File: src/rtl/core/task_ready_queue_macros.svh
// ---------------------------------------------------------------------------
// Task ready queue assertion macros
// Shared concurrent assertion forms, clocked on clk and disabled in reset.
// ---------------------------------------------------------------------------
`ifndef TASK_READY_QUEUE_MACROS_SVH
`define TASK_READY_QUEUE_MACROS_SVH

// Condition holds at every clock edge out of reset.
`define TRQ_ASSERT_ALWAYS(lbl, cond, msg) \
  lbl: assert property (@(posedge clk) disable iff (!rst_n) (cond)) else $error(msg);

// Consequent holds in the same cycle as the antecedent.
`define TRQ_ASSERT_SAME(lbl, ante, cons, msg) \
  lbl: assert property (@(posedge clk) disable iff (!rst_n) (ante) |-> (cons)) \
    else $error(msg);

// Consequent holds in the cycle after the antecedent.
`define TRQ_ASSERT_NEXT(lbl, ante, cons, msg) \
  lbl: assert property (@(posedge clk) disable iff (!rst_n) (ante) |=> (cons)) \
    else $error(msg);

`endif

File: src/rtl/core/trq_pkg.sv
// ---------------------------------------------------------------------------
// Task ready queue package
// Item types, operation and status codes, and controller command bundle.
// ---------------------------------------------------------------------------
`default_nettype none

package trq_pkg;

  localparam int TASK_W     = 5;
  localparam int FUNC_W     = 2;
  localparam int REQ_PRIO_W = 8;
  localparam int STATUS_W   = 2;
  localparam int COUNT_W    = 6;
  localparam int NUM_IDS    = 2 ** TASK_W;

  // Operation codes
  typedef enum logic [FUNC_W-1:0] {
    FUNC_INS_TAIL = 2'd0,
    FUNC_INS_PRIO = 2'd1,
    FUNC_REM_HEAD = 2'd2,
    FUNC_REM_TASK = 2'd3
  } func_t;

  // Result status codes
  typedef enum logic [STATUS_W-1:0] {
    STAT_OK      = 2'd0,
    STAT_EMPTY   = 2'd1,
    STAT_ABSENT  = 2'd2,
    STAT_REFUSED = 2'd3
  } status_t;

  typedef struct packed {
    func_t                 func;
    logic [TASK_W-1:0]     task_id;
    logic [REQ_PRIO_W-1:0] priority_req;
  } in_item_t;

  typedef struct packed {
    status_t            status;
    logic               removed_valid;
    logic [TASK_W-1:0]  removed_task;
    logic               head_valid;
    logic [TASK_W-1:0]  head_task;
    logic [COUNT_W-1:0] task_count;
  } out_item_t;

  // Controller to datapath commands
  typedef struct packed {
    logic capture;
    logic eval;
    logic apply;
  } trq_cmd_t;

endpackage

`default_nettype wire

File: src/rtl/core/task_ready_queue.sv
// ---------------------------------------------------------------------------
// Task ready queue
// Ordered list of task numbers with tail insert, priority insert, head pop
// and named removal; every result reports head and count.
// ---------------------------------------------------------------------------
// Each operation has an evaluate step and an apply step: in the evaluate
// step, every slot of the cell row compares its priority and task number
// against the request in parallel and the per-slot flags and status are
// registered; in the apply step, the row shifts open or closed in one step,
// the count and membership map update and the result is loaded into the
// output register. A new item is accepted in the apply step as long as the
// output register is free, so the next item can enter while the last one
// finishes. The receiver can take a result during the evaluate step of the
// next item without holding it up; if the previous result is still held
// under stall when the next item reaches its apply step, that item waits
// there until the stall ends. Reset empties the list at once, no clearing pass is needed.
// A request priority keeps its low PRIO_BITS bits; an insert into a full
// list or of a task already listed is refused with status 3.
// ---------------------------------------------------------------------------
`default_nettype none

module task_ready_queue import trq_pkg::*; #(
  parameter int MAX_TASKS = 32,
  parameter int PRIO_BITS = 8
) (
  input  wire logic     clk,
  input  wire logic     rst_n,
  input  wire logic     in_valid,
  output logic          in_stall,
  input  wire in_item_t in_item,
  output logic          out_valid,
  input  wire logic     out_stall,
  output out_item_t     out_item
);

  trq_cmd_t cmd;

  // Sequencing and handshakes
  trq_ctrl u_ctrl (
    .clk       (clk),
    .rst_n     (rst_n),
    .in_valid  (in_valid),
    .in_stall  (in_stall),
    .out_valid (out_valid),
    .out_stall (out_stall),
    .cmd       (cmd)
  );

  // Slot row and result register
  trq_datapath #(
    .MAX_TASKS (MAX_TASKS),
    .PRIO_BITS (PRIO_BITS)
  ) u_datapath (
    .clk     (clk),
    .rst_n   (rst_n),
    .cmd     (cmd),
    .in_item (in_item),
    .result  (out_item)
  );

endmodule

`default_nettype wire

File: src/rtl/core/trq_datapath.sv
// ---------------------------------------------------------------------------
// Task ready queue datapath
// Row of slot cells with per-cell compare flags, shift network, count and
// membership map, and the result register.
// ---------------------------------------------------------------------------
`default_nettype none
`include "task_ready_queue_macros.svh"

module trq_datapath import trq_pkg::*; #(
  parameter int MAX_TASKS = 32,
  parameter int PRIO_BITS = 8
) (
  input  wire logic      clk,
  input  wire logic      rst_n,
  input  wire trq_cmd_t  cmd,
  input  wire in_item_t  in_item,
  output out_item_t      result
);

  localparam int CNT_W  = $clog2(MAX_TASKS + 1);
  localparam int STAGES = $clog2(MAX_TASKS);

  // Slot row, slot 0 is the head
  logic [TASK_W-1:0]    slot_task_r   [MAX_TASKS];
  logic [TASK_W-1:0]    slot_task_nxt [MAX_TASKS];
  logic [PRIO_BITS-1:0] slot_prio_r   [MAX_TASKS];
  logic [PRIO_BITS-1:0] slot_prio_nxt [MAX_TASKS];

  logic [CNT_W-1:0]   occ_r, occ_nxt;
  logic [NUM_IDS-1:0] map_r, map_nxt;

  // Captured request
  func_t                func_r;
  logic [TASK_W-1:0]    task_r;
  logic [PRIO_BITS-1:0] prio_r;
  logic [PRIO_BITS+REQ_PRIO_W-1:0] prio_ext;

  // Evaluation results
  logic [MAX_TASKS-1:0] cell_valid, cell_le, cell_hit;
  logic [MAX_TASKS-1:0] flag_r, flag_nxt;
  logic                 head_gt_r, head_gt_nxt;
  status_t              status_r, status_nxt;
  logic                 listed, full, empty;

  // Shift masks
  logic [MAX_TASKS-1:0] suf [STAGES+1];
  logic [MAX_TASKS-1:0] pre [STAGES+1];
  logic [MAX_TASKS-1:0] ins_mask, rem_mask;
  logic                 change, is_insert;
  logic [TASK_W-1:0]    rem_task;

  out_item_t result_r, result_nxt;

  // Keep the low PRIO_BITS of the request priority
  assign prio_ext = {{PRIO_BITS{1'b0}}, in_item.priority_req};

  // Compare every slot against the request and pick the status
  always_comb begin
    listed = map_r[task_r];
    full   = occ_r >= CNT_W'(MAX_TASKS);
    empty  = occ_r == '0;
    for (int i = 0; i < MAX_TASKS; i++) begin
      cell_valid[i] = CNT_W'(i) < occ_r;
      cell_le[i]    = cell_valid[i] && (slot_prio_r[i] <= prio_r);
      cell_hit[i]   = cell_valid[i] && (slot_task_r[i] == task_r);
    end
    flag_nxt    = '0;
    head_gt_nxt = 1'b0;
    status_nxt  = STAT_OK;
    case (func_r)
      FUNC_INS_TAIL: begin
        flag_nxt   = cell_valid;
        status_nxt = (listed || full) ? STAT_REFUSED : STAT_OK;
      end
      FUNC_INS_PRIO: begin
        flag_nxt    = cell_le;
        head_gt_nxt = !empty && (slot_prio_r[0] > prio_r);
        status_nxt  = (listed || full) ? STAT_REFUSED : STAT_OK;
      end
      FUNC_REM_HEAD: begin
        flag_nxt   = MAX_TASKS'(1);
        status_nxt = empty ? STAT_EMPTY : STAT_OK;
      end
      FUNC_REM_TASK: begin
        flag_nxt   = cell_hit;
        status_nxt = listed ? STAT_OK : STAT_ABSENT;
      end
      default: begin
        flag_nxt   = '0;
        status_nxt = STAT_ABSENT;
      end
    endcase
  end

  // Spread the flags: suffix OR for inserts, prefix OR for removes
  always_comb begin
    suf[0] = flag_r;
    pre[0] = flag_r;
    for (int k = 0; k < STAGES; k++) begin
      suf[k+1] = suf[k] | (suf[k] >> (1 << k));
      pre[k+1] = pre[k] | (pre[k] << (1 << k));
    end
    ins_mask = head_gt_r ? '1 : ~suf[STAGES];
    rem_mask = pre[STAGES];
  end

  assign change    = (cmd.apply && (status_r == STAT_OK));
  assign is_insert = (func_r == FUNC_INS_TAIL) || (func_r == FUNC_INS_PRIO);
  assign rem_task  = (func_r == FUNC_REM_HEAD) ? slot_task_r[0] : task_r;

  // Shift the slot row and update count and map
  always_comb begin
    slot_task_nxt = slot_task_r;
    slot_prio_nxt = slot_prio_r;
    occ_nxt       = occ_r;
    map_nxt       = map_r;
    if (change) begin
      if (is_insert) begin
        if (ins_mask[0]) begin
          slot_task_nxt[0] = task_r;
          slot_prio_nxt[0] = prio_r;
        end
        for (int i = 1; i < MAX_TASKS; i++) begin
          if (ins_mask[i] && ins_mask[i-1]) begin
            slot_task_nxt[i] = slot_task_r[i-1];
            slot_prio_nxt[i] = slot_prio_r[i-1];
          end else if (ins_mask[i]) begin
            slot_task_nxt[i] = task_r;
            slot_prio_nxt[i] = prio_r;
          end
        end
        occ_nxt         = occ_r + CNT_W'(1);
        map_nxt[task_r] = 1'b1;
      end else begin
        for (int i = 0; i < MAX_TASKS - 1; i++) begin
          if (rem_mask[i]) begin
            slot_task_nxt[i] = slot_task_r[i+1];
            slot_prio_nxt[i] = slot_prio_r[i+1];
          end
        end
        occ_nxt           = occ_r - CNT_W'(1);
        map_nxt[rem_task] = 1'b0;
      end
    end
  end

  // Build the result from the updated list
  always_comb begin
    result_nxt.status        = status_r;
    result_nxt.removed_valid = (status_r == STAT_OK) && !is_insert;
    result_nxt.removed_task  = result_nxt.removed_valid ? rem_task : '0;
    result_nxt.head_valid    = occ_nxt != '0;
    result_nxt.head_task     = result_nxt.head_valid ? slot_task_nxt[0] : '0;
    result_nxt.task_count    = COUNT_W'(occ_nxt);
  end

  // Control state: count and membership
  always_ff @(posedge clk) begin
    if (!rst_n) begin
      occ_r <= '0;
      map_r <= '0;
    end else begin
      occ_r <= occ_nxt;
      map_r <= map_nxt;
    end
  end

  // Payload registers
  always_ff @(posedge clk) begin
    if (cmd.capture) begin
      func_r <= in_item.func;
      task_r <= in_item.task_id;
      prio_r <= prio_ext[PRIO_BITS-1:0];
    end
    if (cmd.eval) begin
      flag_r    <= flag_nxt;
      head_gt_r <= head_gt_nxt;
      status_r  <= status_nxt;
    end
    if (cmd.apply) begin
      result_r <= result_nxt;
    end
    slot_task_r <= slot_task_nxt;
    slot_prio_r <= slot_prio_nxt;
  end

  assign result = result_r;

  `TRQ_ASSERT_ALWAYS(a_map_matches_count, $countones(map_r) == occ_r,
    "membership map disagrees with task count")
  `TRQ_ASSERT_ALWAYS(a_count_bounded, occ_r <= CNT_W'(MAX_TASKS),
    "task count exceeds slot row")
  `TRQ_ASSERT_SAME(a_insert_has_room, change && is_insert, occ_r < CNT_W'(MAX_TASKS),
    "insert applied to a full list")

endmodule

`default_nettype wire

File: src/rtl/core/trq_ctrl.sv
// ---------------------------------------------------------------------------
// Task ready queue controller
// Sequences capture, evaluate and apply steps and owns both handshakes.
// ---------------------------------------------------------------------------
`default_nettype none
`include "task_ready_queue_macros.svh"

module trq_ctrl import trq_pkg::*; (
  input  wire logic clk,
  input  wire logic rst_n,
  input  wire logic in_valid,
  output logic      in_stall,
  output logic      out_valid,
  input  wire logic out_stall,
  output trq_cmd_t  cmd
);

  typedef enum logic [2:0] {
    S_IDLE  = 3'b001,
    S_EVAL  = 3'b010,
    S_APPLY = 3'b100
  } ctl_state_t;

  ctl_state_t state_r, state_nxt;
  logic       out_valid_r, out_valid_nxt;
  logic       out_free, accept;

  // Take a new item when idle, or while finishing one with room at the output
  assign out_free = !out_valid_r || !out_stall;
  assign in_stall = !((state_r == S_IDLE) || ((state_r == S_APPLY) && out_free));
  assign accept   = in_valid && !in_stall;

  // Advance the sequence
  always_comb begin
    state_nxt = state_r;
    case (state_r)
      S_IDLE: begin
        if (accept) state_nxt = S_EVAL;
      end
      S_EVAL: begin
        state_nxt = S_APPLY;
      end
      S_APPLY: begin
        if (out_free) state_nxt = accept ? S_EVAL : S_IDLE;
      end
      default: begin
        state_nxt = S_IDLE;
      end
    endcase
  end

  always_comb begin
    cmd.capture = accept;
    cmd.eval    = (state_r == S_EVAL);
    cmd.apply   = (state_r == S_APPLY) && out_free;
  end

  // Hold the result until it is taken
  always_comb begin
    out_valid_nxt = out_valid_r;
    if (cmd.apply) begin
      out_valid_nxt = 1'b1;
    end else if (out_valid_r && !out_stall) begin
      out_valid_nxt = 1'b0;
    end
  end

  always_ff @(posedge clk) begin
    if (!rst_n) begin
      state_r     <= S_IDLE;
      out_valid_r <= 1'b0;
    end else begin
      state_r     <= state_nxt;
      out_valid_r <= out_valid_nxt;
    end
  end

  assign out_valid = out_valid_r;

  `TRQ_ASSERT_NEXT(a_eval_then_apply, state_r == S_EVAL, state_r == S_APPLY,
    "evaluate step not followed by apply step")
  `TRQ_ASSERT_SAME(a_result_from_apply, $rose(out_valid_r), $past(state_r == S_APPLY),
    "result raised outside apply step")
  `TRQ_ASSERT_NEXT(a_accept_starts_eval, accept, state_r == S_EVAL,
    "accepted item did not start evaluation")

endmodule

`default_nettype wire

File: config.mk
export PLATFORM = sky130hd
export DESIGN_NAME = task_ready_queue
export DESIGN_NICKNAME = d
export VERILOG_FILES = /design/src/rtl/core/trq_pkg.sv /design/src/rtl/core/task_ready_queue.sv /design/src/rtl/core/trq_datapath.sv /design/src/rtl/core/trq_ctrl.sv
export VERILOG_INCLUDE_DIRS = /design/src /design/src/rtl/core
export SDC_FILE = /design/constraint.sdc
export NUM_CORES = 2
export LEC_CHECK = 0
export BUFFER_PORTS_ARGS = -buffer_cell sky130_fd_sc_hd__buf_2
export CORE_MARGIN = 2
export CORE_UTILIZATION = 39
export CTS_CLUSTER_DIAMETER = 200
export DETAILED_ROUTE_END_ITERATION = 8
export REMOVE_ABC_BUFFERS = 1
export SYNTH_ARGS = -nofsm -noshare
export SYNTH_HDL_FRONTEND = slang
export SYNTH_SLANG_ARGS = --single-unit
File: constraint.sdc
create_clock -name clk -period 6.4 [get_ports clk]
set_input_delay 1.28 -clock clk [delete_from_list [all_inputs] [get_ports clk]]
set_output_delay 1.28 -clock clk [all_outputs]
set_load 0.005 [all_outputs]
Yosys cells after proc, flatten, opt, wreduce, memory -nomap -nowiden
Index checks and enable logic that the tools add are counted.
- $add $sub $neg: 2
- order comparisons: 70
- equality and inequality tests: 71
- mux-type cells: 214
- bitwise operators: 14
- reduce and logical (&&, ||, !) cells: 183
- operator list (operator ; count):
    two-way mux 8 bit ; 94
    two-way mux 5 bit ; 96
    less-or-equal comparator 8 bit ; 32
    two-way mux 248 bit ; 1
    equality test 5 bit ; 32
    two-way mux 160 bit ; 1
    two-way mux 155 bit ; 1
    OR 31 bit ; 5
    one-hot mux 32 bit (4 select lines) ; 1
    logical AND 1 bit ; 103
    < comparator 5 x 6 -> 1 bit, first input constant ; 16
    AND reduction 3 bit ; 32
    inequality test 3 x 2 -> 1 bit, second input constant ; 30
    nonzero test 2 bit ; 33
    two-way mux 32 bit ; 2
    NOT 32 bit ; 2
    < comparator 4 x 6 -> 1 bit, first input constant ; 8
    bitwise AND 32 bit ; 1
    OR 32 x 16 -> 32 bit ; 1
    OR 32 x 24 -> 32 bit ; 1
    OR 32 x 28 -> 32 bit ; 1
    OR 32 x 30 -> 32 bit ; 1
    OR 32 x 31 -> 32 bit ; 1
    OR 32 bit ; 1
    other kinds (30) ; 58
- bits in registers: 528
- bits of input ports: 19

Longest topological paths before layout
- word-level depth: 11
- depth in mapped cells: 10

By module
Synthesis repeated with hierarchy kept, for this count alone.
- cell total of the unflattened synthesis: 3359
- area, all modules: 34275.4 µm²
- modules (own cells, without submodules) (module ; instances ; cells each ; area an instance (µm²) ; sequential area each (µm²)):
    trq_datapath ; 1 ; 3334 ; 34050.2 ; 15304.7
    trq_ctrl ; 1 ; 25 ; 225.2 ; 80.1

Least setup slack after synthesis
No wires, ideal clock.
- kind: input to register
- start point: in out_stall
- end point: reg u_datapath.slot_prio_r[64] (netlist bit), enable pin
- library setup time: 406 ps
- data arrival time: 3385 ps
- required time: 5994 ps
- path slack: 2609 ps
- stages on the path: 6
- path through: a211oi_1 -> nand2_1 -> clkbuf_1 -> buf_1 -> clkbuf_1 -> a221oi_1
- word-level cells in the longest chain between the ends: 5
- RTL lines (item ; RTL line ; source):
    start, declared ; task_ready_queue.sv:32 ; input wire logic out_stall,
    logical NOT 1 bit ; trq_ctrl.sv:29 ; assign out_free = !out_valid_r || !out_stall;
    logical OR 1 bit ; trq_ctrl.sv:29 ;
    logical AND 1 bit ; trq_ctrl.sv:55 ; cmd.apply = (state_r == S_APPLY) && out_free;
    logical AND 1 bit ; trq_datapath.sv:107 ; assign change = (cmd.apply && (status_r == STAT_OK));
    AND reduction 3 bit (no line) ; n/a ;
    end signal, assigned ; trq_datapath.sv:184 ; slot_prio_r <= slot_prio_nxt;
    end, declared ; trq_datapath.sv:26 ; logic [PRIO_BITS-1:0] slot_prio_r [MAX_TASKS];
Every way passes these cells.
A chain may end at the register's enable or synchronous reset.

Worst setup path after layout
- start point: reg u_datapath.flag_r[24]
- end point: reg u_datapath.slot_task_r[119] (netlist bit), enable pin
- word-level cells in the longest chain between the ends: 10
- RTL lines (item ; RTL line ; source):
    start, declared ; trq_datapath.sv:40 ; logic [MAX_TASKS-1:0] flag_r, flag_nxt;
    start signal, assigned ; trq_datapath.sv:176 ; flag_r <= flag_nxt;
    OR 32 x 31 -> 32 bit (*) ; trq_datapath.sv:100 ; suf[k+1] = suf[k] | (suf[k] >> (1 << k));
    OR 32 x 30 -> 32 bit (*) ; trq_datapath.sv:100 ;
    OR 32 x 28 -> 32 bit (*) ; trq_datapath.sv:100 ;
    OR 32 x 24 -> 32 bit (*) ; trq_datapath.sv:100 ;
    OR 32 x 16 -> 32 bit (*) ; trq_datapath.sv:100 ;
    NOT 32 bit (*) ; trq_datapath.sv:103 ; ins_mask = head_gt_r ? '1 : ~suf[STAGES];
    two-way mux 32 bit (*) ; trq_datapath.sv:103 ;
    logical AND 1 bit ; trq_datapath.sv:124 ; if (ins_mask[i] && ins_mask[i-1]) begin
    inequality test 3 x 2 -> 1 bit (no line) (*) ; n/a ;
    AND reduction 3 bit (no line) (*) ; n/a ;
    end signal, assigned ; trq_datapath.sv:183 ; slot_task_r <= slot_task_nxt;
    end, declared ; trq_datapath.sv:24 ; logic [TASK_W-1:0] slot_task_r [MAX_TASKS];
Every way passes the cells marked *; elsewhere a longest branch is shown, timed or not.

==> impl_metrics.py <==
metrics = {
    "die": {
        "die_area_um2": 91490,
        "io_pins": 41,
        "start_util_pct": 39.32,
        "fp.dieW_um": 302.5,
        "die_h_um": 302.5,
        "coreArea_um2": 88370,
        "fp-row-count": 109,
    },
    "detailed_routing": {
        "wl_per_cell_um": 23.10,
        "antenna_left": 0,
        "drc_errors": 0,
        "drt-initial-drc-count": 2892,
        "vias_per_cell": 5.905,
        "vias": 27140,
        "drt_wl_total_um": 106200,
        "firstDrtPassIters": 6,
    },
    "clocking": {
        "cts_hold_buf": 0,
        "cts_buffer_depth": 3,
        "cts_sinks": 528,
        "cts_root_buffer": "clkbuf_16",
        "cts_tree": "done",
        "cts_resized": 0,
        "clk_pin_slew_ns": 0.06,
        "cts_max_level": 3,
        "cts_buffers": 66,
        "cts_setup_buffers": 0,
        "clkLatencyLatePin_ns": 0.61,
    },
    "synthesis": {
        "ys_types": 72,
        "ys_seq_elements": 528,
        "synth-edff-count": 481,
        "postSynthCellCount": 3462,
        "ys.flop_type": "edfxtp_1",
        "yosysWarnings": 0,
        "ys_seq_area_share_pct": 44.28,
        "async_flop_share_pct": 0,
        "avgSynthCellArea_um2": 10.04,
        "netlist_area_um2": 34750,
    },
    "min_path": {
        "min_path_cells": 2,
        "min_path_type": "reg -> reg",
    },
    "worst_setup_path": {
        "cp.buffers_inverters": 0,
        "critPathTopFamily": "compound AO/OA/AOI/OAI gates",
        "startpoint": "u_datapath.flag_r[24]",
        "worst_path_most_repeated_cell": "a21oi_2",
        "critPathArrivalTime_ns": 4.29,
        "worst_r2r_path_depth": 6,
        "rr_startpoint": "u_datapath.flag_r[24]",
        "cp-end-kind": "register",
        "crit_cells": 6,
        "crit_slowest_cell": "a211oi_2",
        "path_cells": "nor4_2 -> and2_1 -> a21oi_2 -> a21oi_2 -> nor2_1 -> a211oi_2",
        "worst_r2r_endpoint": "u_datapath.slot_task_r[119]",
        "path_class": "reg -> reg",
        "endpoint": "u_datapath.slot_task_r[119]",
        "cp_max_fo": 16,
        "r2r_setup_slack_ns": 2.32,
        "start_kind": "register",
        "critPathRequiredTime_ns": 6.61,
        "slowest_delay_ns": 0.98,
    },
    "sta": {
        "layout_setup_ws_ns": 2.320,
        "slew-limit-headroom_pct": 13.14,
        "min_period_ns": 4.080,
        "hold_ws_ns": 0.4800,
        "clock_skew_ns": 0.02816,
        "worst_pin_slew_ns": 1.299,
        "setup_viol": 0,
        "period_share_pct": 63.75,
        "finalMaxSlewViolations": 0,
        "clock.fmax_mhz": 245.1,
        "rsz0062_at_grt": "no",
        "finalHoldViolCount": 0,
    },
    "global_routing": {
        "grt_pass1_wl_um": 161800,
        "grt_use_total_pct": 22.84,
        "grt_max_degree": 279,
        "antenna_found_initial": 1,
        "first_global_vias": 26290,
        "gr-total-overflow": 0,
    },
    "power": {
        "peakVddDrop_mv": 0.1621,
        "p_leak_uw": 0.01511,
        "power_density_nw_per_um2": 217.4,
    },
    "flow_run": {
        "cap_violations": 0,
    },
    "cells_and_area": {
        "fin_area_um2": 38150,
        "final_cell_mix": "495 x o21ai_0, 481 x edfxtp_1, 468 x nand2_1, 372 x mux2i_1, 259 x ha_1",
        "drive_gt1_share_pct": 7.869,
        "fillers": 8583,
        "diodes": 0,
        "final_common_cell": "o21ai_0",
        "nNetsFinal": 3665,
        "area_delta_synth_final_pct": 9.802,
    },
    "place": {
        "gp_congestion": 0.8662,
        "dp_hpwl_um": 73280,
        "dp_slack_ns": 2.380,
        "portBuffers": 40,
        "dpl_cell_area_um2": 36130,
    },
    "outcome": {
        "outcome": "completed",
    },
}
-- metal layers --
layer | vias to the layer above | routed length, um | GRT usage, % | share of wire (%)
met5 | - | 0 | 0 | 0
met4 | 0 | 2614 | 6.345 | 2.5
met3 | 169 | 6778 | 3.136 | 6.4
met2 | 1002 | 47630 | 35.81 | 45
met1 | 13320 | 49140 | 33.02 | 46
li1 | 12650 | - | - | -
-- kinds of logic after synthesis --
kind of cell	Yosys count	share of synthesized area, %
xor gates and xnor gates	167	4.210
buffers and inverters	310	3.511
AOI/OAI and AO/OA	891	14.84
DFF	528	44.28
and+or+nand+nor	921	12.41
muxes	386	11.43
adders and majority gates	259	9.327
-- synthesized netlist by cell type, types with 23 or more instances --
master    instances  area (um2)
mux2i_1         372        3724
nor4_1           45       281.5
a221oi_1         27       236.5
ha_1            259        3241
nand2_1         469        1760
xor2_1          111       972.2
xnor2_1          56       490.5
nand4_1          70       437.9
nand3_1          45       225.2
edfxtp_1        481       14440
a21o_1           65       488.0
dfxtp_1          47       940.9
o21ai_0         496        2482
inv_1            56       210.2
buf_2            30       150.1
nor2_1           93       349.1
a21boi_0         23       172.7
nand2b_1         37       231.5
clkbuf_1        196       735.7
a21oi_1         154       770.7
nor3_1           59       295.3
o21a_1           23       172.7
nor2b_1          40       250.2
-- metrics by stage --
stage / utilization [%] / cells / setup TNS (ns) / power [uW]
2_1_floorplan: - / 3209 / -8584.02 / 4576
5_1_grt: 43.17 / 4596 / 0 / 8579
6_report: 43.17 / 4596 / 0 / 8294
4_1_cts: 43.16 / 4595 / 0 / 8340
3_3_place_gp: 40.88 / 4483 / 0 / 4722
3_5_place_dp: 40.88 / 4483 / 0 / 4739
-- worst min-delay path by stage --
stage,from,end,slack (ns)
2_1_floorplan,u_datapath.map_r[9],u_datapath.map_r[9],0.43
3_3_place_gp,u_datapath.map_r[9],u_datapath.map_r[9],0.46
3_5_place_dp,u_datapath.map_r[2],u_datapath.map_r[2],0.47
4_1_cts,u_datapath.map_r[2],u_datapath.map_r[2],0.48
5_1_grt,u_datapath.map_r[21],u_datapath.map_r[21],0.52
6_report,u_datapath.map_r[1],u_datapath.map_r[1],0.48
-- power by group --
| group | total [uW] | internal [uW] | switching (uW) |
|---|---|---|---|
| sequential | 3800 | 3780 | 18.3 |
| clock | 3610 | 2120 | 1500 |
| combinational | 881 | 292 | 588 |
-- state kept, by name, summed over array words and instances, names as in the netlist --
register,count
u_datapath.func_r,2
u_datapath.status_r,2
u_datapath.task_r,5
u_datapath.flag_r,32
u_datapath.prio_r,8
u_datapath.head_gt_r,1
u_datapath.slot_task_r,160
u_ctrl.state_r,3
u_ctrl.out_valid,1
u_datapath.slot_prio_r,256
u_datapath.map_r,32
u_datapath.result,20
u_datapath.occ_r,6
-- area by class of cell --
type	instances	area [um2]	area share (%)
multi-input combinational	2624	18330	48.04
clock inverter	22	185.2	0.4854
sequential	528	15380	40.33
tap	1165	1458	3.821
inverter	57	214.0	0.5608
timing repair buffer	110	748.2	1.961
clock buffer	90	1836	4.811
-- tightest hold or removal path: cells and delay by family, from the launching register on --
kind	cells	cell delay [ns]
flip-flops	1	0.30
AO/OA/AOI/OAI	2	0.13
No activity file was read; power rests on OpenSTA's default activity.
